<file path="src/design/pl0_pkg.sv">
// Package for the PL/0 p-code step engine: widths, opcodes, sub-codes and types.
// Used by every module of the block; depends on nothing.
`timescale 1ns / 1ps
package pl0_pkg;
   localparam int StackDepth = 2048;
   localparam int CodeDepth  = 512;
   localparam int MaxLevels  = 3;
   localparam int AW = 11;   // stack address width
   localparam int PW = 9;    // pc width
   localparam int WW = 32;   // word width

   typedef logic [AW-1:0] addr_type;
   typedef logic [WW-1:0] word_type;

   localparam logic [3:0] OP_END = 4'd0;
   localparam logic [3:0] OP_LIT = 4'd1;
   localparam logic [3:0] OP_OPR = 4'd2;
   localparam logic [3:0] OP_LOD = 4'd3;
   localparam logic [3:0] OP_STO = 4'd4;
   localparam logic [3:0] OP_CAL = 4'd5;
   localparam logic [3:0] OP_INC = 4'd6;
   localparam logic [3:0] OP_JMP = 4'd7;
   localparam logic [3:0] OP_JPC = 4'd8;
   localparam logic [3:0] OP_SIO = 4'd9;

   localparam logic [31:0] OPR_RET = 32'd0;
   localparam logic [31:0] OPR_NEG = 32'd1;
   localparam logic [31:0] OPR_ADD = 32'd2;
   localparam logic [31:0] OPR_SUB = 32'd3;
   localparam logic [31:0] OPR_MUL = 32'd4;
   localparam logic [31:0] OPR_DIV = 32'd5;
   localparam logic [31:0] OPR_ODD = 32'd6;
   localparam logic [31:0] OPR_MOD = 32'd7;
   localparam logic [31:0] OPR_EQL = 32'd8;
   localparam logic [31:0] OPR_NEQ = 32'd9;
   localparam logic [31:0] OPR_LSS = 32'd10;
   localparam logic [31:0] OPR_LEQ = 32'd11;
   localparam logic [31:0] OPR_GTR = 32'd12;
   localparam logic [31:0] OPR_GEQ = 32'd13;

   localparam logic [31:0] SIO_OUT = 32'd0;
   localparam logic [31:0] SIO_INP = 32'd1;
   localparam logic [31:0] SIO_HLT = 32'd2;

   localparam logic [1:0] ST_RUN   = 2'd0;
   localparam logic [1:0] ST_HALT  = 2'd1;
   localparam logic [1:0] ST_FAULT = 2'd2;

   typedef enum logic [3:0] {
      S_IDLE, S_CHAIN, S_RD0, S_RD1, S_DIV, S_EXEC, S_WR, S_CLEAR, S_OUT
   } state_type;

   // Memory port bundle from sequencer to stack RAM.
   typedef struct packed {
      logic     rd_en;
      addr_type rd_addr;
      logic     wr_en;
      addr_type wr_addr;
      word_type wr_data;
   } mem_req_type;

   // Divider control bundle.
   typedef struct packed {
      logic     start;
      logic     want_mod;
      word_type num;
      word_type den;
   } div_req_type;

   // True when a signed 64-bit value lies in the stack range.
   function automatic logic in_stack(input logic signed [63:0] a);
      in_stack = (a >= 0) && (a < StackDepth);
   endfunction
endpackage

</file>
<file path="src/design/pl0_divider.sv">
// Iterative signed divider, one quotient bit per cycle; truncating division and
// remainder with the dividend's sign. Depends on pl0_pkg.
`timescale 1ns / 1ps
module pl0_divider (
   input  logic                 clock,
   input  logic                 reset,
   input  pl0_pkg::div_req_type dreq,
   output logic                 done,
   output pl0_pkg::word_type    result
);
   localparam int CW = $clog2(pl0_pkg::WW + 1);
   logic              busy_ff, busy_in;
   logic [CW-1:0]     cnt_ff, cnt_in;
   pl0_pkg::word_type quo_ff, quo_in, rem_ff, rem_in, den_ff, den_in;
   logic              nq_ff, nq_in, nr_ff, nr_in, mod_ff, mod_in;
   logic [pl0_pkg::WW:0] trial;
   pl0_pkg::word_type    mag;

   always_ff @(posedge clock) begin
      if (reset) begin
         busy_ff <= 1'b0;
      end else begin
         busy_ff <= busy_in;
      end
      cnt_ff <= cnt_in; quo_ff <= quo_in; rem_ff <= rem_in; den_ff <= den_in;
      nq_ff <= nq_in; nr_ff <= nr_in; mod_ff <= mod_in;
   end

   // Restoring shift-subtract step.
   always_comb begin
      busy_in = busy_ff; cnt_in = cnt_ff; quo_in = quo_ff; rem_in = rem_ff;
      den_in = den_ff; nq_in = nq_ff; nr_in = nr_ff; mod_in = mod_ff;
      done = 1'b0;
      trial = '0;
      if (dreq.start) begin
         busy_in = 1'b1;
         cnt_in  = '0;
         quo_in  = dreq.num[pl0_pkg::WW-1] ? -dreq.num : dreq.num;
         den_in  = dreq.den[pl0_pkg::WW-1] ? -dreq.den : dreq.den;
         rem_in  = '0;
         nr_in   = dreq.num[pl0_pkg::WW-1];
         nq_in   = dreq.num[pl0_pkg::WW-1] ^ dreq.den[pl0_pkg::WW-1];
         mod_in  = dreq.want_mod;
      end else if (busy_ff) begin
         if (cnt_ff == CW'(pl0_pkg::WW)) begin
            busy_in = 1'b0;
            done = 1'b1;
         end else begin
            trial = {rem_ff, quo_ff[pl0_pkg::WW-1]} - {1'b0, den_ff};
            if (!trial[pl0_pkg::WW]) begin
               rem_in = trial[pl0_pkg::WW-1:0];
               quo_in = {quo_ff[pl0_pkg::WW-2:0], 1'b1};
            end else begin
               rem_in = {rem_ff[pl0_pkg::WW-2:0], quo_ff[pl0_pkg::WW-1]};
               quo_in = {quo_ff[pl0_pkg::WW-2:0], 1'b0};
            end
            cnt_in = cnt_ff + 1'b1;
         end
      end
      mag = mod_ff ? rem_ff : quo_ff;
      result = (mod_ff ? nr_ff : nq_ff) ? -mag : mag;
   end
endmodule

</file>
<file path="config.mk">
export PLATFORM = sky130hd
export DESIGN_NAME = pl0_divider
export DESIGN_NICKNAME = d
export VERILOG_FILES = /design/src/design/pl0_pkg.sv /design/src/design/pl0_divider.sv
export SDC_FILE = /design/constraint.sdc
export NUM_CORES = 1
export LEC_CHECK = 0
export ABC_AREA = 1
export BUFFER_PORTS_ARGS = -buffer_cell sky130_fd_sc_hd__buf_4
export CAP_MARGIN = 20
export CORE_MARGIN = 3
export CORE_UTILIZATION = 59
export DETAILED_ROUTE_END_ITERATION = 10
export PLACE_DENSITY = 0.78
export SLEW_MARGIN = 20
export SYNTH_ARGS = -nofsm -noshare
export SYNTH_HDL_FRONTEND = slang
export SYNTH_SLANG_ARGS = --single-unit
</file>
<file path="constraint.sdc">
create_clock -name clock -period 2.5 [get_ports clock]
set_input_delay 0.25 -clock clock [delete_from_list [all_inputs] [get_ports clock]]
set_output_delay 0.25 -clock clock [all_outputs]
set_load 0.02 [all_outputs]
</file>
==> run_results.csv, run 1 <==
group,metric,value,unit
yosys,synth_area_leaders,"nand2_1 (22%), edfxtp_1 (20%), inv_1 (11%)",
yosys,yosysWarnings,0,
sta,fmax,347,MHz
clocking,path_clk_slew,0.08,ns
floorplanning,core_region_area,0.0161,mm2
placement,dp_hpwl,22300,um
floorplanning,pin_count,101,
drt,viasPerCell,5.46,
yosys,synth.top_cell.area_share,22.1,%
power,p_comb_share,35.8,%
hold_path,hold_start,"reset",
yosys,synth_fp_nets,1721,
yosys,postSynthCellCount,1615,
global_route,track_usage,32.4,%
placement,dp_slack,-0.0718,ns
power,internal_power,3.68,mW
floorplanning,rows,46,
yosys,synth_area_leader_cell,"nand2_1",
drt,routed_wl,31900,um
drt,via_count,10900,
sta,finalSetupViolCount,31,
sta,layout_setup_ws,-0.386,ns
sta,worst_pin_slew,0.551,ns
run_status,status,"finished, violations left",
setup_path,cp_slowest_stage_delay,0.46,ns
setup_path,reg2reg_slack,-0.02,ns
yosys,synth.most_common_cell,"nand2_1",
floorplanning,die-area,0.0183,mm2
setup_path,crit_arrival,2.64,ns
power,switchingPower,2.04,mW
clocking,clock_path_buffers,2,
drt,firstDrtPassIters,6,
power,p_leak,6.54,nW
placement,place.gp.congestion,0.958,
sta,hold_slack,0.0298,ns
final_layout,drive_gt1_share,19.6,%
yosys,synth_edf_count,67,
drt,wire_per_inst,15.9,um
sta,skew,0.00889,ns
setup_path,crit_chain,"buf_6 -> o21ai_4 -> ha_4 -> inv_2 -> nor2_2 -> nand4_1 -> nor2_4 -> nand4_1 -> nor2_4 -> nand3_2 -> nand2_1 -> o21ai_2 -> buf_4",
clocking,cts_tree,"yes",
global_route,grt_pass1_vias,9950,
clocking,cts_num_sinks,106,
yosys,synth_cell_types,38,
setup_path,start_kind,"register",
drt,drc,0,
clocking,root_buffer,"clkbuf_16",
clocking,h-tree-depth,3,
global_route,overflow,0,
yosys,synthTopCellsByCount,"nand2_1 (582), inv_1 (300), nor2_1 (131)",
power,worst_ir_drop_vdd,0.436,mV
setup_path,slowest_stage,"edfxtp_1",
setup_path,worstPathMaxFanout,4,
setup_path,r2r_cells,18,
power,p_seq_share,36.8,%
flow_run,maxCapViolations,0,
yosys,synth_seq_cells,106,
power,p_per_area,453,mW/mm2
setup_path,path_class,"register to output port",
placement,numPortBuffers,100,
setup_path,r2r_start,"quo_ff[31]",
drt,ant_nets,0,
global_route,grt_pass1_wl,47700,um
sta,min_period,2.89,ns
sta,fin_crit_sh,115,%
sta,hold_viol_final,0,
sta,final_max_slew_viol_count,0,
yosys,ys_seq_area_share,28.3,%
clocking,clk_latency,0.37,ns
floorplanning,start_util,61.3,%
clocking,cts_buffers,9,
setup_path,crit_start,"mod_ff",
yosys,syn-cell-area,0.00988,mm2
yosys,synth_ff_type,"edfxtp_1",
floorplanning,die_w,135,um
run_status,violations,"setup timing",
power,netSwitchingFraction,35.7,%
yosys,syn_avg_cell_area,6.12,um2
hold_path,hold_path.class,"primary input to register",
global_route,antenna_found_initial,0,
sta,rsz0062_at_grt,"yes",
drt,drtIter0Drc,1267,
global_route,grt_max_degree,35,
power,p_clk_share,27.5,%
floorplanning,chipHeight,135,um
final_layout,final_nets,1888,
hold_path,worst_hold_path.num_cells,2,
final_layout,antenna_cells,0,
yosys,synthArstFlopShare,0,%
final_layout,area_growth,28.0,%
clocking,holdBufCountCts,0,
sta,max_slew_margin,62.9,%
setup_path,required,2.25,ns
setup_path,cp-end-kind,"output port",
[power groups by stage]
| stage | clock network [mW] | logic, mW | registers, mW |
|---|---|---|---|
| floorplan | 0 | 1.02 | 2.09 |
| global placement | 0 | 1.60 | 2.11 |
| detailed placement | 0 | 1.62 | 2.12 |
| CTS | 1.56 | 1.86 | 2.09 |
| global route | 1.64 | 2.21 | 2.12 |
| finish | 1.57 | 2.05 | 2.11 |
[worst max-delay path: cells and delay by family (launching register included)]
kind                       cells  cell delay, ns
buffers and inverters          3            0.36
AOI/OAI and AO/OA              2            0.21
and+or+nand+nor                7            1.08
adders and majority gates      1            0.16
DFF                            1            0.46
[metal layers]
metal	track usage [%]	share of wire, %
met4	9.52	4.0
met2	54.4	47
met3	4.79	7.3
met5	0	0
met1	43.5	42
[logic make-up after synthesis]
family | synth area share (%)
AOI/OAI and AO/OA | 7.31
buffers and inverters | 13.7
adders and majority gates | 4.89
xor gates and xnor gates | 7.63
DFF | 28.3
and+or+nand+nor | 38.2
[registers in the layout, indices dropped and copies added (netlist names)]
register and cells:
mod_ff 1, nr_ff 1, cnt_ff 6, nq_ff 1, den_ff 32, busy_ff 1
quo_ff 32, rem_ff 32
[cell type report]
class | count | area (um2)
timing repair buffer | 192 | 1720
sequential | 106 | 2790
multi-input combinational | 1172 | 6410
fill | 1272 | 3470
tap | 216 | 270
clock inverter | 6 | 83.8
inverter | 301 | 1130
clock buffer | 10 | 239
[what timing repair did]
item / CTS / global route
pin swaps: 42 / 53
resized for setup: 125 / 93
setup endpoints to repair: 53 / 64
buffers inserted: 28 / 14
endpoints found under the hold margin: 0 / 0
cloned: 4 / 3
[metrics by stage]
step / std cells / TNS (ns) / area (um2) / utilization [%] / power (mW)
global placement: 1942 / -0.000219 / 11100 / 68.9 / 3.71
detailed placement: 1942 / -0.366 / 11100 / 68.9 / 3.74
global route: 2003 / -10.94 / 12600 / 78.5 / 5.96
finish: 2003 / -7.74 / 12600 / 78.5 / 5.73
CTS: 1988 / -4.07 / 12200 / 75.5 / 5.51
floorplan: 1615 / 0 / 9900 / - / 3.11
[final timing paths]
check	end
setup / recovery	result[26]
hold reg to reg	rem_ff[30]
hold / removal	busy_ff
setup reg to reg	rem_ff[5]
[cell usage in the layout (no fill, tap or decap), drive strengths merged, types with 8 or more instances in the layout]
master	Yosys	final
xor2	56	56
nand3b	8	8
nor2	134	134
nand4	26	26
inv	301	303
nor3	27	27
o21ai	95	95
xnor2	30	30
nand3	106	106
dfxtp	39	39
edfxtp	67	67
ha	37	37
clkbuf	19	13
nand2	588	588
buf	17	189
a21oi	30	30
(Power assumes the default switching activity.)
==> run 2, diff against run 1 <==
--- a/config.mk
+++ b/config.mk
@@ -8,10 +8,12 @@
 export ABC_AREA = 1
 export BUFFER_PORTS_ARGS = -buffer_cell sky130_fd_sc_hd__buf_4
 export CAP_MARGIN = 20
+export CORE_ASPECT_RATIO = 0.9
 export CORE_MARGIN = 3
 export CORE_UTILIZATION = 59
 export DETAILED_ROUTE_END_ITERATION = 10
 export PLACE_DENSITY = 0.78
+export REMOVE_ABC_BUFFERS = 1
 export SLEW_MARGIN = 20
 export SYNTH_ARGS = -nofsm -noshare
 export SYNTH_HDL_FRONTEND = slang
==> run_results.csv, run 2 (synthesis results as in run 1) <==
group,metric,value,unit
power,p_leak,6.45,nW
placement,dp_hpwl,23600,um
global_route,track_usage,33.3,%
final_layout,most-common-layout-cells,"nand2_1 (563), inv_1 (295), buf_4 (148)",
sta,final_max_slew_viol_count,0,
sta,max_slew_margin,60.9,%
global_route,overflow,0,
clocking,root_buffer,"clkbuf_16",
setup_path,start_kind,"register",
hold_path,hold_path.class,"primary input to register",
clocking,path_clk_slew,0.08,ns
sta,fmax,333,MHz
floorplanning,rows,44,
final_layout,drive_gt1_share,16.6,%
sta,min_period,3.00,ns
setup_path,required,2.25,ns
drt,via_count,10900,
floorplanning,chipHeight,129,um
placement,place.gp.congestion,0.986,
global_route,antenna_found_initial,0,
final_layout,final_nets,1876,
floorplanning,start_util,60.6,%
drt,viasPerCell,5.48,
power,worst_ir_drop_vdd,0.393,mV
clocking,h-tree-depth,3,
floorplanning,die_w,142,um
setup_path,cp_slowest_stage_delay,0.46,ns
sta,finalSetupViolCount,26,
final_layout,fillers,1323,
placement,post_dp_cell_area,0.0111,mm2
sta,worst_pin_slew,0.580,ns
sta,hold_viol_final,0,
global_route,grt_max_degree,39,
clocking,cts_tree,"yes",
final_layout,layout_commonest_cell,"nand2_1",
clocking,holdBufCountCts,0,
final_layout,antenna_cells,0,
clocking,cts_num_sinks,106,
run_status,status,"finished, violations left",
floorplanning,core_region_area,0.0163,mm2
sta,fin_crit_sh,120,%
clocking,clk_latency,0.37,ns
placement,numPortBuffers,100,
setup_path,path_class,"register to output port",
global_route,grt_pass1_wl,48500,um
flow_run,maxCapViolations,0,
final_layout,largest_registers,"den_ff x32, quo_ff x32, rem_ff x32",
sta,rsz0062_at_grt,"yes",
setup_path,cp-end-kind,"output port",
final_layout,area_growth,24.1,%
drt,routed_wl,32200,um
run_status,violations,"setup timing",
sta,skew,0.00795,ns
drt,wire_per_inst,16.3,um
power,p_per_area,446,mW/mm2
setup_path,crit_chain,"buf_6 -> o21ai_4 -> ha_2 -> inv_2 -> nor2_4 -> nand4_1 -> nor2_4 -> nand4_1 -> nor2_2 -> nor2_1 -> xnor2_1 -> buf_4",
global_route,grt_pass1_vias,9781,
setup_path,worstPathMaxFanout,3,
setup_path,slowest_stage,"edfxtp_1",
setup_path,crit_arrival,2.75,ns
floorplanning,pin_count,101,
drt,firstDrtPassIters,6,
drt,drtIter0Drc,1223,
final_layout,stdcell_area,0.0123,mm2
floorplanning,die-area,0.0183,mm2
drt,drc,0,
sta,hold_slack,0.0263,ns
sta,layout_setup_ws,-0.501,ns
clocking,cts_buffers,9,
drt,ant_nets,0,
clocking,clock_path_buffers,2,
==> run 2: cell types whose count changed in the layout (fill, tap and decap cells not counted), moves of 6 or more <==
cell,before,now
nand2_2,40,16
buf_6,27,18
o21ai_4,22,10
inv_2,11,5
nand2_1,540,563
o21ai_1,8,16
==> run 2: timing repair <==
item | in CTS | in global routing
gates resized for setup | 79 | 71
setup buffers | 13 | 10
cloned | 2 | 6
setup endpoints to repair | 26 | 60
pin swaps | 21 | 24
==> run 2: worst paths after layout <==
check	slack, ns	to	cells after the start	start
min	0.03	busy_ff	2	reset
min reg2reg	0.48	rem_ff[21]	2	rem_ff[21]
max reg2reg	0.06	rem_ff[15]	18	quo_ff[31]
max	-0.50	result[18]	12	mod_ff
==> run 2: layer usage <==
| layer | wire [um] | track usage, % |
|---|---|---|
| met5 | 0 | 0 |
| met4 | 1210 | 10.9 |
| met3 | 2820 | 6.28 |
| met2 | 14600 | 53.9 |
| met1 | 13600 | 45.2 |
==> run 2: metrics by stage <==
stage	cells	setup slack [ns]	util, %	setup TNS, ns	total power [mW]
2_1_floorplan	1579	-0.638	-	-38.23	3.06
3_3_place_gp	1937	0.0464	68.2	0	3.72
3_5_place_dp	1937	-0.00709	68.2	-0.00709	3.75
4_1_cts	1968	-0.327	72.5	-5.30	5.32
5_1_grt	1982	-0.587	75.2	-11.59	5.70
6_report	1982	-0.501	75.2	-8.85	5.47
==> run 2: cell type report <==
type                            instances  area, um2  share of cell area, %
Timing Repair Buffer                  180       1610                   13.1
Sequential cell                       106       2790                   22.8
Inverter                              301       1130                   9.24
Clock buffer                            9        225                   1.84
Tap cell                              207        259                   2.11
Multi-Input combinational cell       1172       6170                   50.4
Clock inverter                          7       66.3                  0.541
==> run 2: critical path: cells and delay by family (launching register included) <==
kind                     cells  cell delay, ns
flip-flops                   1            0.46
adder cells (fa/ha/maj)      1            0.20
AND/OR/NAND/NOR              6            0.92
AO/OA/AOI/OAI                1            0.17
XOR/XNOR                     1            0.21
buffers and inverters        3            0.43
==> run 2: report_power, final <==
| part | internal [mW] | switching (mW) | leakage, nW |
|---|---|---|---|
| Clock | 0.708 | 0.752 | 0.144 |
| Sequential | 2.02 | 0.0785 | 0.984 |
| Combinational | 0.760 | 1.16 | 5.32 |
==> run 3, diff against run 2 <==
--- a/config.mk
+++ b/config.mk
@@ -14,6 +14,7 @@
 export DETAILED_ROUTE_END_ITERATION = 10
 export PLACE_DENSITY = 0.78
 export REMOVE_ABC_BUFFERS = 1
+export SKIP_LAST_GASP = 1
 export SLEW_MARGIN = 20
 export SYNTH_ARGS = -nofsm -noshare
 export SYNTH_HDL_FRONTEND = slang
==> run_results.csv, run 3 (synthesis results as in run 1) <==
group,metric,value,unit
run_status,status,"finished, violations left",
run_status,violations,"setup timing",
clocking,root_buffer,"clkbuf_16",
clocking,path_clk_slew,0.08,ns
global_route,track_usage,33.3,%
hold_path,worst_hold_path.num_cells,2,
placement,dp_slack,-0.00709,ns
final_layout,layout_commonest_cell,"nand2_1",
sta,skew,0.00894,ns
final_layout,fillers,1330,
setup_path,crit_start,"mod_ff",
flow_run,maxCapViolations,0,
drt,routed_wl,31900,um
power,p_per_area,448,mW/mm2
setup_path,start_kind,"register",
clocking,cts_buffers,9,
sta,fin_crit_sh,122,%
sta,finalSetupViolCount,26,
clocking,clk_latency,0.37,ns
sta,worst_pin_slew,0.645,ns
clocking,cts_num_sinks,106,
placement,dp_hpwl,23600,um
floorplanning,die-area,0.0183,mm2
sta,min_period,3.04,ns
drt,drc,0,
final_layout,largest_registers,"den_ff x32, quo_ff x32, rem_ff x32",
final_layout,drive_gt1_share,16.3,%
sta,fmax,329,MHz
final_layout,most-common-layout-cells,"nand2_1 (564), inv_1 (295), buf_4 (152)",
sta,hold_slack,0.0204,ns
sta,hold_viol_final,0,
floorplanning,core_region_area,0.0163,mm2
clocking,clock_path_buffers,2,
setup_path,r2r_start,"quo_ff[31]",
setup_path,reg2reg_slack,0.03,ns
setup_path,worstPathMaxFanout,3,
setup_path,cp_slowest_stage_delay,0.45,ns
global_route,grt_max_degree,39,
hold_path,hold_start,"reset",
sta,rsz0062_at_grt,"yes",
setup_path,slowest_stage,"edfxtp_1",
clocking,h-tree-depth,3,
power,p_leak,6.42,nW
drt,firstDrtPassIters,8,
global_route,overflow,0,
drt,viasPerCell,5.45,
floorplanning,chipHeight,129,um
drt,via_count,10800,
floorplanning,die_w,142,um
global_route,grt_pass1_wl,48400,um
drt,drtIter0Drc,1245,
sta,final_max_slew_viol_count,0,
hold_path,hold_path.class,"primary input to register",
sta,max_slew_margin,56.5,%
floorplanning,pin_count,101,
placement,place.gp.congestion,0.986,
drt,ant_nets,0,
sta,layout_setup_ws,-0.540,ns
setup_path,cp-end-kind,"output port",
clocking,cts_tree,"yes",
hold_path,hold_end,"busy_ff",
floorplanning,rows,44,
setup_path,r2r-end,"rem_ff[0]",
setup_path,crit_arrival,2.79,ns
placement,numPortBuffers,100,
setup_path,r2r_cells,19,
global_route,grt_pass1_vias,9796,
setup_path,required,2.25,ns
drt,wire_per_inst,16.1,um
global_route,antenna_found_initial,0,
final_layout,area_growth,23.4,%
setup_path,crit_chain,"buf_6 -> o21ai_4 -> ha_2 -> inv_2 -> nor2_4 -> nand4_1 -> nor2_4 -> nand4_1 -> nor2_2 -> nor2_1 -> xnor2_1 -> buf_4",
setup_path,path_class,"register to output port",
final_layout,final_nets,1875,
final_layout,antenna_cells,0,
floorplanning,start_util,60.6,%
power,worst_ir_drop_vdd,0.393,mV
-- run 3: layout make-up --
| type | instances | area, um2 | area share, % |
|---|---|---|---|
| Clock buffer | 9 | 225 | 1.85 |
| Clock inverter | 7 | 66.3 | 0.544 |
| Inverter | 301 | 1130 | 9.27 |
| Multi-Input combinational cell | 1172 | 6150 | 50.4 |
| Sequential cell | 106 | 2790 | 22.9 |
| Tap cell | 207 | 259 | 2.12 |
| Timing Repair Buffer | 179 | 1570 | 12.9 |
-- run 3: how the worst max path moves through the flow --
stage / end / slack (ns)
after global placement: result[18] / 0.05
after floorplan: quo_ff[0] / -0.64
after detailed placement: quo_ff[0] / -0.007
after CTS: result[18] / -0.33
after global routing: result[22] / -0.58
final: result[18] / -0.54
-- run 3: what timing repair did --
| item | 4_1_cts | 5_1_grt |
|---|---|---|
| resized for setup | 63 | 73 |
| hold buffers | 0 | 0 |
| pin swaps | 21 | 25 |
| endpoints found under the setup margin | 26 | 60 |
| setup buffers | 13 | 11 |
| endpoints found under the hold margin | 0 | 0 |
| cloned | 2 | 4 |
-- run 3: routing by layer --
metal,wire (um),GRT usage [%]
met1,13400,45.3
met2,14500,54.4
met3,2960,5.80
met4,1020,10.2
met5,0,0
-- run 3: through the flow --
stage	cell area [um2]	util, %	std cells	TNS [ns]	total power, mW
after global routing	12200	74.8	1981	-11.51	5.68
after CTS	11800	72.2	1968	-6.56	5.30
after detailed placement	11100	68.2	1937	-0.00709	3.75
after global placement	11100	68.2	1937	0	3.72
after floorplan	9650	-	1579	-38.23	3.06
final	12200	74.8	1981	-8.68	5.46
-- run 3: worst max-delay path, delay by kind of cell, from the launching register on --
| family | cells | cell delay, ns |
|---|---|---|
| and+or+nand+nor | 6 | 0.97 |
| DFF | 1 | 0.45 |
| buffers and inverters | 3 | 0.41 |
| xor gates and xnor gates | 1 | 0.21 |
| adders and majority gates | 1 | 0.20 |
| AOI/OAI and AO/OA | 1 | 0.17 |
-- run 3: power breakdown --
part / internal (mW) / leakage [nW] / total [mW] / switching, mW
Clock: 0.708 / 0.144 / 1.47 / 0.761
Sequential: 2.02 / 0.984 / 2.09 / 0.0736
Combinational: 0.753 / 5.29 / 1.90 / 1.15
