File: src/design/pl0_pkg.sv
// Package for the PL/0 p-code step engine: widths, opcodes, sub-codes and types.
// Used by every module of the block; depends on nothing.
`timescale 1ns / 1ps
package pl0_pkg;
   localparam int StackDepth = 2048;
   localparam int CodeDepth  = 512;
   localparam int MaxLevels  = 3;
   localparam int AW = 11;   // stack address width
   localparam int PW = 9;    // pc width
   localparam int WW = 32;   // word width

   typedef logic [AW-1:0] addr_type;
   typedef logic [WW-1:0] word_type;

   localparam logic [3:0] OP_END = 4'd0;
   localparam logic [3:0] OP_LIT = 4'd1;
   localparam logic [3:0] OP_OPR = 4'd2;
   localparam logic [3:0] OP_LOD = 4'd3;
   localparam logic [3:0] OP_STO = 4'd4;
   localparam logic [3:0] OP_CAL = 4'd5;
   localparam logic [3:0] OP_INC = 4'd6;
   localparam logic [3:0] OP_JMP = 4'd7;
   localparam logic [3:0] OP_JPC = 4'd8;
   localparam logic [3:0] OP_SIO = 4'd9;

   localparam logic [31:0] OPR_RET = 32'd0;
   localparam logic [31:0] OPR_NEG = 32'd1;
   localparam logic [31:0] OPR_ADD = 32'd2;
   localparam logic [31:0] OPR_SUB = 32'd3;
   localparam logic [31:0] OPR_MUL = 32'd4;
   localparam logic [31:0] OPR_DIV = 32'd5;
   localparam logic [31:0] OPR_ODD = 32'd6;
   localparam logic [31:0] OPR_MOD = 32'd7;
   localparam logic [31:0] OPR_EQL = 32'd8;
   localparam logic [31:0] OPR_NEQ = 32'd9;
   localparam logic [31:0] OPR_LSS = 32'd10;
   localparam logic [31:0] OPR_LEQ = 32'd11;
   localparam logic [31:0] OPR_GTR = 32'd12;
   localparam logic [31:0] OPR_GEQ = 32'd13;

   localparam logic [31:0] SIO_OUT = 32'd0;
   localparam logic [31:0] SIO_INP = 32'd1;
   localparam logic [31:0] SIO_HLT = 32'd2;

   localparam logic [1:0] ST_RUN   = 2'd0;
   localparam logic [1:0] ST_HALT  = 2'd1;
   localparam logic [1:0] ST_FAULT = 2'd2;

   typedef enum logic [3:0] {
      S_IDLE, S_CHAIN, S_RD0, S_RD1, S_DIV, S_EXEC, S_WR, S_CLEAR, S_OUT
   } state_type;

   // Memory port bundle from sequencer to stack RAM.
   typedef struct packed {
      logic     rd_en;
      addr_type rd_addr;
      logic     wr_en;
      addr_type wr_addr;
      word_type wr_data;
   } mem_req_type;

   // Divider control bundle.
   typedef struct packed {
      logic     start;
      logic     want_mod;
      word_type num;
      word_type den;
   } div_req_type;

   // True when a signed 64-bit value lies in the stack range.
   function automatic logic in_stack(input logic signed [63:0] a);
      in_stack = (a >= 0) && (a < StackDepth);
   endfunction
endpackage

File: src/design/pl0_sequencer.sv
// Instruction sequencer: clears the stack after reset, walks the static chain, reads operands
// from the stack RAM, executes, writes back and builds the response. Depends on pl0_pkg.
`timescale 1ns / 1ps
module pl0_sequencer (
   input  logic                  clock,
   input  logic                  reset,
   input  logic                  req_valid,
   output logic                  req_stall,
   input  logic [3:0]            req_mode,
   input  logic [1:0]            req_level,
   input  logic signed [31:0]    req_operand,
   input  logic signed [31:0]    req_input_value,
   output logic                  rsp_valid,
   input  logic                  rsp_stall,
   output logic [8:0]            rsp_next_pc,
   output logic [10:0]           rsp_stack_top,
   output logic [10:0]           rsp_frame_base,
   output logic signed [31:0]    rsp_out_value,
   output logic                  rsp_out_valid,
   output logic [1:0]            rsp_status,
   output pl0_pkg::mem_req_type  mreq,
   input  pl0_pkg::word_type     rd_data,
   output pl0_pkg::div_req_type  dreq,
   input  logic                  div_done,
   input  pl0_pkg::word_type     div_result
);
   // Control state.
   pl0_pkg::state_type st_ff, st_in;
   pl0_pkg::addr_type  sp_ff, sp_in, bp_ff, bp_in, clr_ff, clr_in;
   logic [8:0]         pc_ff, pc_in;
   logic               stop_ff, stop_in, rv_ff, rv_in;
   logic [1:0]         lev_ff, lev_in;
   // Latched request and working values.
   logic [3:0]         mode_ff, mode_in;
   logic [31:0]        m_ff, m_in, iv_ff, iv_in;
   logic signed [63:0] fb_ff, fb_in;
   pl0_pkg::word_type  a_ff, a_in, b_ff, b_in, r_ff, r_in;
   logic [1:0]         wi_ff, wi_in;
   logic [1:0]         nrd;
   // Response registers.
   logic [8:0]  o_pc_ff, o_pc_in;
   logic [10:0] o_sp_ff, o_sp_in, o_bp_ff, o_bp_in;
   logic [31:0] o_v_ff, o_v_in;
   logic        o_ov_ff, o_ov_in;
   logic [1:0]  o_st_ff, o_st_in;

   logic signed [63:0] s_sp, s_bp, s_pc, s_m, nsp, nbp, npc, wa, ra0, ra1;
   logic        ok, halt, ov, wen;
   pl0_pkg::word_type prod;
   pl0_pkg::word_type wv;

   always_ff @(posedge clock) begin
      if (reset) begin
         st_ff <= pl0_pkg::S_CLEAR; sp_ff <= '0; bp_ff <= 11'd1; pc_ff <= '0;
         stop_ff <= 1'b0; rv_ff <= 1'b0; clr_ff <= '0;
      end else begin
         st_ff <= st_in; sp_ff <= sp_in; bp_ff <= bp_in; pc_ff <= pc_in;
         stop_ff <= stop_in; rv_ff <= rv_in; clr_ff <= clr_in;
      end
      lev_ff <= lev_in; mode_ff <= mode_in; m_ff <= m_in; iv_ff <= iv_in;
      fb_ff <= fb_in; a_ff <= a_in; b_ff <= b_in; r_ff <= r_in; wi_ff <= wi_in;
      o_pc_ff <= o_pc_in; o_sp_ff <= o_sp_in; o_bp_ff <= o_bp_in;
      o_v_ff <= o_v_in; o_ov_ff <= o_ov_in; o_st_ff <= o_st_in;
   end

   assign req_stall = (st_ff != pl0_pkg::S_IDLE) || rv_ff;
   assign rsp_valid = rv_ff;
   assign rsp_next_pc = o_pc_ff; assign rsp_stack_top = o_sp_ff;
   assign rsp_frame_base = o_bp_ff; assign rsp_out_value = o_v_ff;
   assign rsp_out_valid = o_ov_ff; assign rsp_status = o_st_ff;

   // Decode of the new pointers and fault checks, from latched operands.
   always_comb begin
      s_sp = 64'(sp_ff); s_bp = 64'(bp_ff); s_pc = 64'(pc_ff);
      s_m = 64'(signed'(m_ff));
      nsp = s_sp; nbp = s_bp; npc = s_pc + 1; ok = 1'b1; halt = 1'b0; ov = 1'b0;
      wen = 1'b0; wa = '0; wv = '0; ra0 = '0; ra1 = '0; nrd = 2'd0;
      prod = a_ff * b_ff;
      case (mode_ff)
         pl0_pkg::OP_END: if (lev_ff == 2'd0 && m_ff == 32'd0) begin
            halt = 1'b1; npc = s_pc;
         end
         pl0_pkg::OP_LIT: begin nsp = s_sp + 1; wen = 1'b1; wa = nsp; wv = m_ff; end
         pl0_pkg::OP_OPR: begin
            if (m_ff == pl0_pkg::OPR_RET) begin
               nrd = 2'd2; ra0 = s_bp + 3; ra1 = s_bp + 2;
               nsp = s_bp - 1; nbp = 64'(signed'(b_ff)); npc = 64'(signed'(a_ff));
               if (!pl0_pkg::in_stack(ra0) || !pl0_pkg::in_stack(ra1)) ok = 1'b0;
            end else if (m_ff == pl0_pkg::OPR_NEG || m_ff == pl0_pkg::OPR_ODD) begin
               nrd = 2'd1; ra1 = s_sp;
               if (!pl0_pkg::in_stack(ra1)) ok = 1'b0;
               wen = 1'b1; wa = s_sp;
               wv = (m_ff == pl0_pkg::OPR_NEG) ? -b_ff : {31'd0, b_ff[0]};
            end else if (m_ff >= pl0_pkg::OPR_ADD && m_ff <= pl0_pkg::OPR_GEQ) begin
               nrd = 2'd2; ra0 = s_sp - 1; ra1 = s_sp;
               if (!pl0_pkg::in_stack(ra0) || !pl0_pkg::in_stack(ra1)) ok = 1'b0;
               nsp = s_sp - 1; wen = 1'b1; wa = nsp;
               case (m_ff)
                  pl0_pkg::OPR_ADD: wv = a_ff + b_ff;
                  pl0_pkg::OPR_SUB: wv = a_ff - b_ff;
                  pl0_pkg::OPR_MUL: wv = r_ff;
                  pl0_pkg::OPR_DIV, pl0_pkg::OPR_MOD: begin
                     wv = r_ff; if (b_ff == '0) ok = 1'b0;
                  end
                  pl0_pkg::OPR_EQL: wv = {31'd0, a_ff == b_ff};
                  pl0_pkg::OPR_NEQ: wv = {31'd0, a_ff != b_ff};
                  pl0_pkg::OPR_LSS: wv = {31'd0, signed'(a_ff) < signed'(b_ff)};
                  pl0_pkg::OPR_LEQ: wv = {31'd0, signed'(a_ff) <= signed'(b_ff)};
                  pl0_pkg::OPR_GTR: wv = {31'd0, signed'(a_ff) > signed'(b_ff)};
                  default:          wv = {31'd0, signed'(a_ff) >= signed'(b_ff)};
               endcase
            end
         end
         pl0_pkg::OP_LOD: begin
            nrd = 2'd1; ra1 = fb_ff + s_m; nsp = s_sp + 1;
            if (!pl0_pkg::in_stack(ra1)) ok = 1'b0;
            wen = 1'b1; wa = nsp; wv = b_ff;
         end
         pl0_pkg::OP_STO: begin
            nrd = 2'd1; ra1 = s_sp; nsp = s_sp - 1;
            if (!pl0_pkg::in_stack(ra1)) ok = 1'b0;
            wen = 1'b1; wa = fb_ff + s_m; wv = b_ff;
         end
         pl0_pkg::OP_CAL: begin
            nbp = s_sp + 1; npc = s_m; wen = 1'b1;
            wa = s_sp + 64'(wi_ff) + 1;
            case (wi_ff)
               2'd0:    wv = '0;
               2'd1:    wv = 32'(fb_ff);
               2'd2:    wv = 32'(bp_ff);
               default: wv = 32'(pc_ff) + 32'd1;
            endcase
            if (!pl0_pkg::in_stack(s_sp + 4)) ok = 1'b0;
         end
         pl0_pkg::OP_INC: nsp = s_sp + s_m;
         pl0_pkg::OP_JMP: npc = s_m;
         pl0_pkg::OP_JPC: begin
            nrd = 2'd1; ra1 = s_sp; nsp = s_sp - 1;
            if (!pl0_pkg::in_stack(ra1)) ok = 1'b0;
            if (b_ff == '0) npc = s_m;
         end
         pl0_pkg::OP_SIO: begin
            if (m_ff == pl0_pkg::SIO_OUT) begin
               nrd = 2'd1; ra1 = s_sp; nsp = s_sp - 1; ov = 1'b1;
               if (!pl0_pkg::in_stack(ra1)) ok = 1'b0;
            end else if (m_ff == pl0_pkg::SIO_INP) begin
               nsp = s_sp + 1; wen = 1'b1; wa = nsp; wv = iv_ff;
            end else if (m_ff == pl0_pkg::SIO_HLT) begin
               halt = 1'b1; npc = s_pc;
            end
         end
         default: ;
      endcase
      if (!pl0_pkg::in_stack(nsp) || !pl0_pkg::in_stack(nbp)) ok = 1'b0;
      if (!halt && (npc < 0 || npc >= pl0_pkg::CodeDepth)) ok = 1'b0;
      if (wen && !pl0_pkg::in_stack(wa)) ok = 1'b0;
      if (!pl0_pkg::in_stack(fb_ff)) ok = 1'b0;
   end

   // Sequencer.
   always_comb begin
      st_in = st_ff; sp_in = sp_ff; bp_in = bp_ff; pc_in = pc_ff; stop_in = stop_ff;
      rv_in = rv_ff && rsp_stall; clr_in = clr_ff; lev_in = lev_ff;
      mode_in = mode_ff; m_in = m_ff; iv_in = iv_ff; fb_in = fb_ff;
      a_in = a_ff; b_in = b_ff; r_in = r_ff; wi_in = wi_ff;
      o_pc_in = o_pc_ff; o_sp_in = o_sp_ff; o_bp_in = o_bp_ff;
      o_v_in = o_v_ff; o_ov_in = o_ov_ff; o_st_in = o_st_ff;
      mreq = '0; dreq = '0;
      dreq.num = a_ff; dreq.den = b_ff; dreq.want_mod = (m_ff == pl0_pkg::OPR_MOD);
      case (st_ff)
         pl0_pkg::S_CLEAR: begin
            mreq.wr_en = 1'b1; mreq.wr_addr = clr_ff; clr_in = clr_ff + 1'b1;
            if (clr_ff == pl0_pkg::addr_type'(pl0_pkg::StackDepth - 1))
               st_in = pl0_pkg::S_IDLE;
         end
         pl0_pkg::S_IDLE: if (req_valid && !req_stall) begin
            mode_in = req_mode; lev_in = req_level; m_in = req_operand;
            iv_in = req_input_value; fb_in = 64'(bp_ff); wi_in = '0;
            a_in = '0; b_in = '0;
            if (stop_ff) begin
               o_pc_in = pc_ff; o_sp_in = sp_ff; o_bp_in = bp_ff; o_v_in = '0;
               o_ov_in = 1'b0; o_st_in = pl0_pkg::ST_HALT; rv_in = 1'b1;
            end else if ((req_mode == pl0_pkg::OP_LOD || req_mode == pl0_pkg::OP_STO ||
                          req_mode == pl0_pkg::OP_CAL) && req_level != 2'd0) begin
               st_in = pl0_pkg::S_CHAIN;
            end else begin
               st_in = pl0_pkg::S_RD0;
            end
         end
         // One static link per pass: read fb+1, then adopt it.
         pl0_pkg::S_CHAIN: begin
            if (wi_ff == 2'd0) begin
               if (!pl0_pkg::in_stack(fb_ff) || !pl0_pkg::in_stack(fb_ff + 1)) begin
                  fb_in = -64'sd1; st_in = pl0_pkg::S_RD0; // forces a fault
               end else begin
                  mreq.rd_en = 1'b1; mreq.rd_addr = pl0_pkg::addr_type'(fb_ff + 1);
                  wi_in = 2'd1;
               end
            end else begin
               fb_in = 64'(signed'(rd_data)); wi_in = '0; lev_in = lev_ff - 1'b1;
               if (lev_ff == 2'd1) st_in = pl0_pkg::S_RD0;
            end
         end
         // Operand reads: first address (a), then second (b).
         pl0_pkg::S_RD0: begin
            wi_in = '0;
            if (nrd == 2'd2) begin
               mreq.rd_en = pl0_pkg::in_stack(ra0);
               mreq.rd_addr = pl0_pkg::addr_type'(ra0);
            end
            st_in = pl0_pkg::S_RD1;
         end
         pl0_pkg::S_RD1: begin
            if (nrd == 2'd2) a_in = rd_data;
            if (nrd != 2'd0) begin
               mreq.rd_en = pl0_pkg::in_stack(ra1);
               mreq.rd_addr = pl0_pkg::addr_type'(ra1);
            end
            st_in = pl0_pkg::S_DIV;
         end
         pl0_pkg::S_DIV: begin
            if (nrd != 2'd0 && wi_ff == 2'd0) b_in = rd_data;
            wi_in = 2'd1;
            if (wi_ff == 2'd0) begin
               if (mode_ff == pl0_pkg::OP_OPR && (m_ff == pl0_pkg::OPR_DIV ||
                   m_ff == pl0_pkg::OPR_MOD) && rd_data != '0) begin
                  dreq.start = 1'b1; dreq.den = rd_data;
               end else begin
                  st_in = pl0_pkg::S_EXEC; wi_in = '0;
               end
            end else if (div_done) begin
               r_in = div_result; st_in = pl0_pkg::S_EXEC; wi_in = '0;
            end
         end
         pl0_pkg::S_EXEC: begin
            if (m_ff == pl0_pkg::OPR_MUL) r_in = prod;
            st_in = pl0_pkg::S_WR;
         end
         // Writeback (CAL writes four words, one per cycle) and response.
         pl0_pkg::S_WR: begin
            if (!ok) begin
               stop_in = 1'b1; o_pc_in = pc_ff; o_sp_in = sp_ff; o_bp_in = bp_ff;
               o_v_in = '0; o_ov_in = 1'b0; o_st_in = pl0_pkg::ST_FAULT;
               rv_in = 1'b1; st_in = pl0_pkg::S_IDLE;
            end else begin
               mreq.wr_en = wen; mreq.wr_addr = pl0_pkg::addr_type'(wa);
               mreq.wr_data = wv;
               if (mode_ff == pl0_pkg::OP_CAL && wi_ff != 2'd3) begin
                  wi_in = wi_ff + 1'b1;
               end else begin
                  sp_in = pl0_pkg::addr_type'(nsp); bp_in = pl0_pkg::addr_type'(nbp);
                  pc_in = npc[8:0]; stop_in = halt;
                  o_pc_in = npc[8:0]; o_sp_in = nsp[10:0]; o_bp_in = nbp[10:0];
                  o_v_in = ov ? b_ff : '0; o_ov_in = ov;
                  o_st_in = halt ? pl0_pkg::ST_HALT : pl0_pkg::ST_RUN;
                  rv_in = 1'b1; st_in = pl0_pkg::S_IDLE;
               end
            end
         end
         default: st_in = pl0_pkg::S_IDLE;
      endcase
   end
endmodule

File: config.mk
export PLATFORM = sky130hd
export DESIGN_NAME = pl0_sequencer
export DESIGN_NICKNAME = d
export VERILOG_FILES = /design/src/design/pl0_pkg.sv /design/src/design/pl0_sequencer.sv
export SDC_FILE = /design/constraint.sdc
export NUM_CORES = 2
export LEC_CHECK = 0
export ABC_CLOCK_PERIOD_IN_PS = 8000
export BUFFER_PORTS_ARGS = -buffer_cell sky130_fd_sc_hd__buf_2
export CORE_ASPECT_RATIO = 1.75
export CORE_MARGIN = 3
export CORE_UTILIZATION = 30
export DETAILED_ROUTE_END_ITERATION = 16
export SETUP_SLACK_MARGIN = 0.1
export SYNTH_ARGS = -nofsm -noshare
export SYNTH_HDL_FRONTEND = slang
export SYNTH_SLANG_ARGS = --single-unit
File: constraint.sdc
create_clock -name clock -period 8 [get_ports clock]
set_input_delay 1.6 -clock clock [delete_from_list [all_inputs] [get_ports clock]]
set_output_delay 1.6 -clock clock [all_outputs]
set_load 0.02 [all_outputs]
==> metrics.txt <==
# TYPE chip_impl_metric gauge
chip_impl_metric{name="row_count",unit=""} 178
chip_impl_metric{name="synth.ff_latch_count",unit=""} 313
chip_impl_metric{name="maximum_number_of_pins_on_one_net_before_global_route_repair",unit=""} 60
chip_impl_metric{name="final_critical_period",unit="ns"} 8.042
chip_impl_metric{name="cts.reportedPaths.clkPinSlew",unit="ns"} 0.07
chip_impl_metric{name="floorplan.initialDensity",unit="%"} 30.18
chip_impl_metric{name="syn_area",unit="um2"} 40590
chip_impl_metric{name="chipHeight",unit="um"} 492.6
chip_impl_metric{name="antenna_violating_nets_post_route",unit=""} 0
chip_impl_metric{name="grt.overflow.total",unit=""} 0
chip_impl_metric{name="post_synthesis_net_count",unit=""} 5583
chip_impl_metric{name="drt-wirelength-per-cell",unit="um"} 29.63
chip_impl_metric{name="post_synth.cell_area_avg",unit="um2"} 8.498
chip_impl_info{name="final_common_cell",value="nand2_1"} 1
chip_impl_metric{name="clockPowerShare",unit="%"} 17.7
chip_impl_metric{name="firstDrtPassIters",unit=""} 7
chip_impl_metric{name="combPwrFrac",unit="%"} 60.4
chip_impl_info{name="top_ff_cell_synth",value="edfxtp_1"} 1
chip_impl_metric{name="slew_violations",unit=""} 0
chip_impl_metric{name="worst_slew_pin_slew",unit="ns"} 1.291
chip_impl_metric{name="cts_hold_buf",unit=""} 0
chip_impl_metric{name="inserted_clock_buffers",unit=""} 35
chip_impl_metric{name="drv_cap",unit=""} 0
chip_impl_info{name="setup.worst_path.start_class",value="register"} 1
chip_impl_metric{name="cp.required",unit="ns"} 6.40
chip_impl_metric{name="asyncSetResetFlopFracSynth",unit="%"} 0
chip_impl_metric{name="post-dp-hpwl",unit="um"} 163500
chip_impl_metric{name="io_pins",unit=""} 329
chip_impl_metric{name="slew-limit-headroom",unit="%"} 13.91
chip_impl_info{name="cts.root.buffer_cell",value="clkbuf_16"} 1
chip_impl_metric{name="number_of_vias_after_detailed_routing",unit=""} 39980
chip_impl_metric{name="power.internal",unit="uW"} 5245
chip_impl_metric{name="totalPowerFinal",unit="uW"} 9645
chip_impl_metric{name="net-switching-power",unit="uW"} 4400
chip_impl_metric{name="layout_setup_ws",unit="ns"} -0.04198
chip_impl_metric{name="drive_above_1_share",unit="%"} 17.03
chip_impl_metric{name="routed_wirelength",unit="um"} 207100
chip_impl_metric{name="power_density",unit="nW/um2"} 199.5
chip_impl_metric{name="finish.utilization",unit="%"} 35.94
chip_impl_metric{name="clock_tree.htree_level_count",unit=""} 2
chip_impl_metric{name="initial_antenna_violation_count",unit=""} 9
chip_impl_info{name="most-common-layout-cells",value="nand2_1, inv_1, fa_1, buf_4, buf_2"} 1
chip_impl_metric{name="first_global_vias",unit=""} 40390
chip_impl_metric{name="count_of_mapped_cells_out_of_synthesis",unit=""} 4777
chip_impl_metric{name="finalHoldViolCount",unit=""} 0
chip_impl_metric{name="static_power_due_to_leakage",unit="uW"} 0.02082
chip_impl_metric{name="clkLatencyLatePin",unit="ns"} 0.64
chip_impl_info{name="worstSetupEndpointType",value="output port"} 1
chip_impl_metric{name="globalplace.congestion",unit=""} 1.080
chip_impl_info{name="violations",value="negative setup slack"} 1
chip_impl_metric{name="ys_seq_area_share",unit="%"} 22.00
chip_impl_metric{name="first_iter_violations",unit=""} 4125
chip_impl_metric{name="clock_sinks",unit=""} 313
chip_impl_metric{name="maxClockFrequency",unit="GHz"} 0.1243
chip_impl_metric{name="worst_hold_slack",unit="ns"} 0.4961
chip_impl_metric{name="power_switching_share",unit="%"} 45.62
chip_impl_metric{name="power_frac_seq",unit="%"} 22.0
chip_impl_metric{name="horizontal_extent_of_the_die",unit="um"} 284.1
chip_impl_metric{name="floorplan.die_area",unit="um2"} 139900
chip_impl_metric{name="finalCritPeriodShare",unit="%"} 100.5
chip_impl_info{name="unrepaired_setup_endpoints_after_global_routing",value="true"} 1
chip_impl_info{name="crit_type",value="register to output port"} 1
chip_impl_metric{name="area_growth_from_synthesis_to_layout",unit="%"} 19.10
chip_impl_metric{name="portBuffers",unit=""} 328
chip_impl_info{name="tritoncts",value="built"} 1
chip_impl_info{name="hp-class",value="register to register"} 1
chip_impl_metric{name="yosys.cell_types.count",unit=""} 104
chip_impl_metric{name="floorplan.core_area",unit="um2"} 134500
chip_impl_metric{name="clock_skew",unit="ns"} 0.06091
chip_impl_metric{name="clk_buf_depth",unit=""} 3
chip_impl_metric{name="report.final.setup_viol",unit=""} 3
chip_impl_metric{name="vias_per_cell",unit=""} 5.719
chip_impl_metric{name="first_pass_grt_wire_length",unit="um"} 287000
chip_impl_metric{name="peakVddDrop",unit="mV"} 0.1961
chip_impl_metric{name="synth_edf_count",unit=""} 266
chip_impl_metric{name="post-route-drc-count",unit=""} 0
chip_impl_metric{name="num-fill-cells",unit=""} 13940
chip_impl_metric{name="timing.critical_path.arrival",unit="ns"} 6.44
chip_impl_metric{name="grt.total_usage",unit="%"} 28.45
chip_impl_metric{name="final_net_count",unit=""} 5967
chip_impl_info{name="outcome",value="complete, but fails checks"} 1
chip_impl_metric{name="yosysWarnings",unit=""} 0
chip_impl_metric{name="cp_max_fo",unit=""} 10
layout make-up:
class / instances / area (um2) / area share (%)
Sequential cell: 313 / 8929 / 18.47
Clock buffer: 40 / 914.6 / 1.892
Tap cell: 1800 / 2252 / 4.659
Timing Repair Buffer: 665 / 4745 / 9.814
Multi-Input combinational cell: 3570 / 29150 / 60.29
Clock inverter: 20 / 178.9 / 0.3701
Antenna cell: 6 / 15.01 / 0.03106
Inverter: 576 / 2163 / 4.475
metrics by stage:
| step | area [um2] | TNS [ns] | setup WS, ns | instances |
|---|---|---|---|---|
| final | 48350 | -0.07170 | -0.04198 | 6990 |
| after global routing | 48330 | -3.627 | -0.2259 | 6985 |
| after CTS | 46870 | 0 | 0.02163 | 6937 |
| after detailed placement | 45500 | -0.04941 | -0.04941 | 6863 |
| after global placement | 45500 | 0 | 0.05954 | 6863 |
| after floorplan | 40590 | 0 | 0.1156 | 4777 |
synthesized netlist by cell type, types with 12 or more instances:
library cell / instances / area (um2)
a211oi_1: 40 / 300.3
a21o_1: 30 / 225.2
a21oi_1: 217 / 1086
a221oi_1: 24 / 210.2
a222oi_1: 47 / 470.5
a22oi_1: 41 / 307.8
a31oi_1: 36 / 225.2
and2_1: 203 / 1270
and3_1: 26 / 162.7
buf_1: 37 / 138.9
buf_2: 12 / 60.06
clkbuf_1: 266 / 998.5
dfxtp_1: 47 / 940.9
edfxtp_1: 266 / 7988
fa_1: 414 / 8288
ha_1: 253 / 3166
inv_1: 574 / 2155
mux2_2: 20 / 225.2
mux2i_1: 25 / 250.2
nand2_1: 683 / 2564
nand2b_1: 30 / 187.7
nand3_1: 86 / 430.4
nand4_1: 45 / 281.5
nor2_1: 300 / 1126
nor2b_1: 24 / 150.1
nor3_1: 100 / 500.5
nor4_1: 48 / 300.3
o211ai_1: 39 / 292.8
o21a_1: 42 / 315.3
o21ai_0: 243 / 1216
o21bai_1: 21 / 157.7
o221ai_1: 23 / 201.4
o22ai_1: 28 / 175.2
o31ai_1: 23 / 172.7
or2_2: 14 / 87.58
or3_1: 23 / 143.9
xnor2_1: 169 / 1480
xor2_1: 74 / 648.1
cell families (layout without fill, tap and decap cells):
kind of cell             count (synthesis)  in the layout  share of synthesized area [%]
AND/OR/NAND/NOR                       1641           1641                          18.98
AO/OA/AOI/OAI                          967            967                          15.85
buffers and inverters                  894           1301                          8.350
adder cells (fa/ha/maj)                667            667                          28.22
flip-flops                             313            313                          22.00
XOR/XNOR                               243            243                          5.243
multiplexers                            52             52                          1.365
other                                    0              6                              0
power by group through the flow:
stage               logic, uW  clock network [uW]  registers [uW]
floorplan                3730                   0            2250
global placement         5560                   0            2150
detailed placement       5640                   0            2150
CTS                      5690                1710            2120
global route             6390                1770            2130
finish                   5820                1700            2120
path summary, 6_finish.rpt:
check                           slack (ns)  cells past startpoint       from         to
worst max-delay path                 -0.04                     20    b_ff[1]   mreq[18]
worst min-delay path                  0.50                      2  clr_ff[1]  clr_ff[1]
worst max register to register        0.39                     27    b_ff[3]   r_ff[31]
worst min register to register        0.50                      2  clr_ff[1]  clr_ff[1]
registers in the layout, summed over array words and instances, names as in the netlist:
name,cells
rsp_out_value,32
bp_ff,11
m_ff,32
mode_ff,4
rsp_next_pc,9
iv_ff,32
wi_ff,2
stop_ff,1
b_ff,32
st_ff,3
rsp_stack_top,11
pc_ff,9
lev_ff,2
a_ff,32
sp_ff,11
rsp_status,2
r_ff,32
rsp_frame_base,11
clr_ff,11
rsp_valid,1
fb_ff,32
rsp_out_valid,1
what timing repair did:
item                       CTS  global route
pin swaps                    9            26
resized for setup           31           206
gates cloned                 0             6
setup buffers               14            41
setup endpoints to repair   47            48
worst max-delay path, stage by stage (launching register included):
cell       delay (ns)
edfxtp_1         0.58
buf_4            0.25
inv_1            0.32
ha_1             0.45
or3b_2           0.49
nor3_2           0.17
buf_4            0.19
nand4_1          0.11
buf_4            0.23
o311ai_2         0.35
o221ai_2         0.18
nand2_1          0.36
o211ai_1         0.19
nand2b_1         0.41
inv_1            0.30
nand3_2          0.11
or2_4            0.36
buf_12           0.15
clkbuf_16        0.16
a31oi_1          0.21
buf_2            0.21
metal layers:
layer,up-vias,track usage (%),routed length (um)
li1,16970,-,-
met4,4,24.39,22710
met2,2434,48.41,97990
met5,-,0,21
met1,19680,30.26,69900
met3,894,5.525,16500
(Power assumes the default switching activity.)
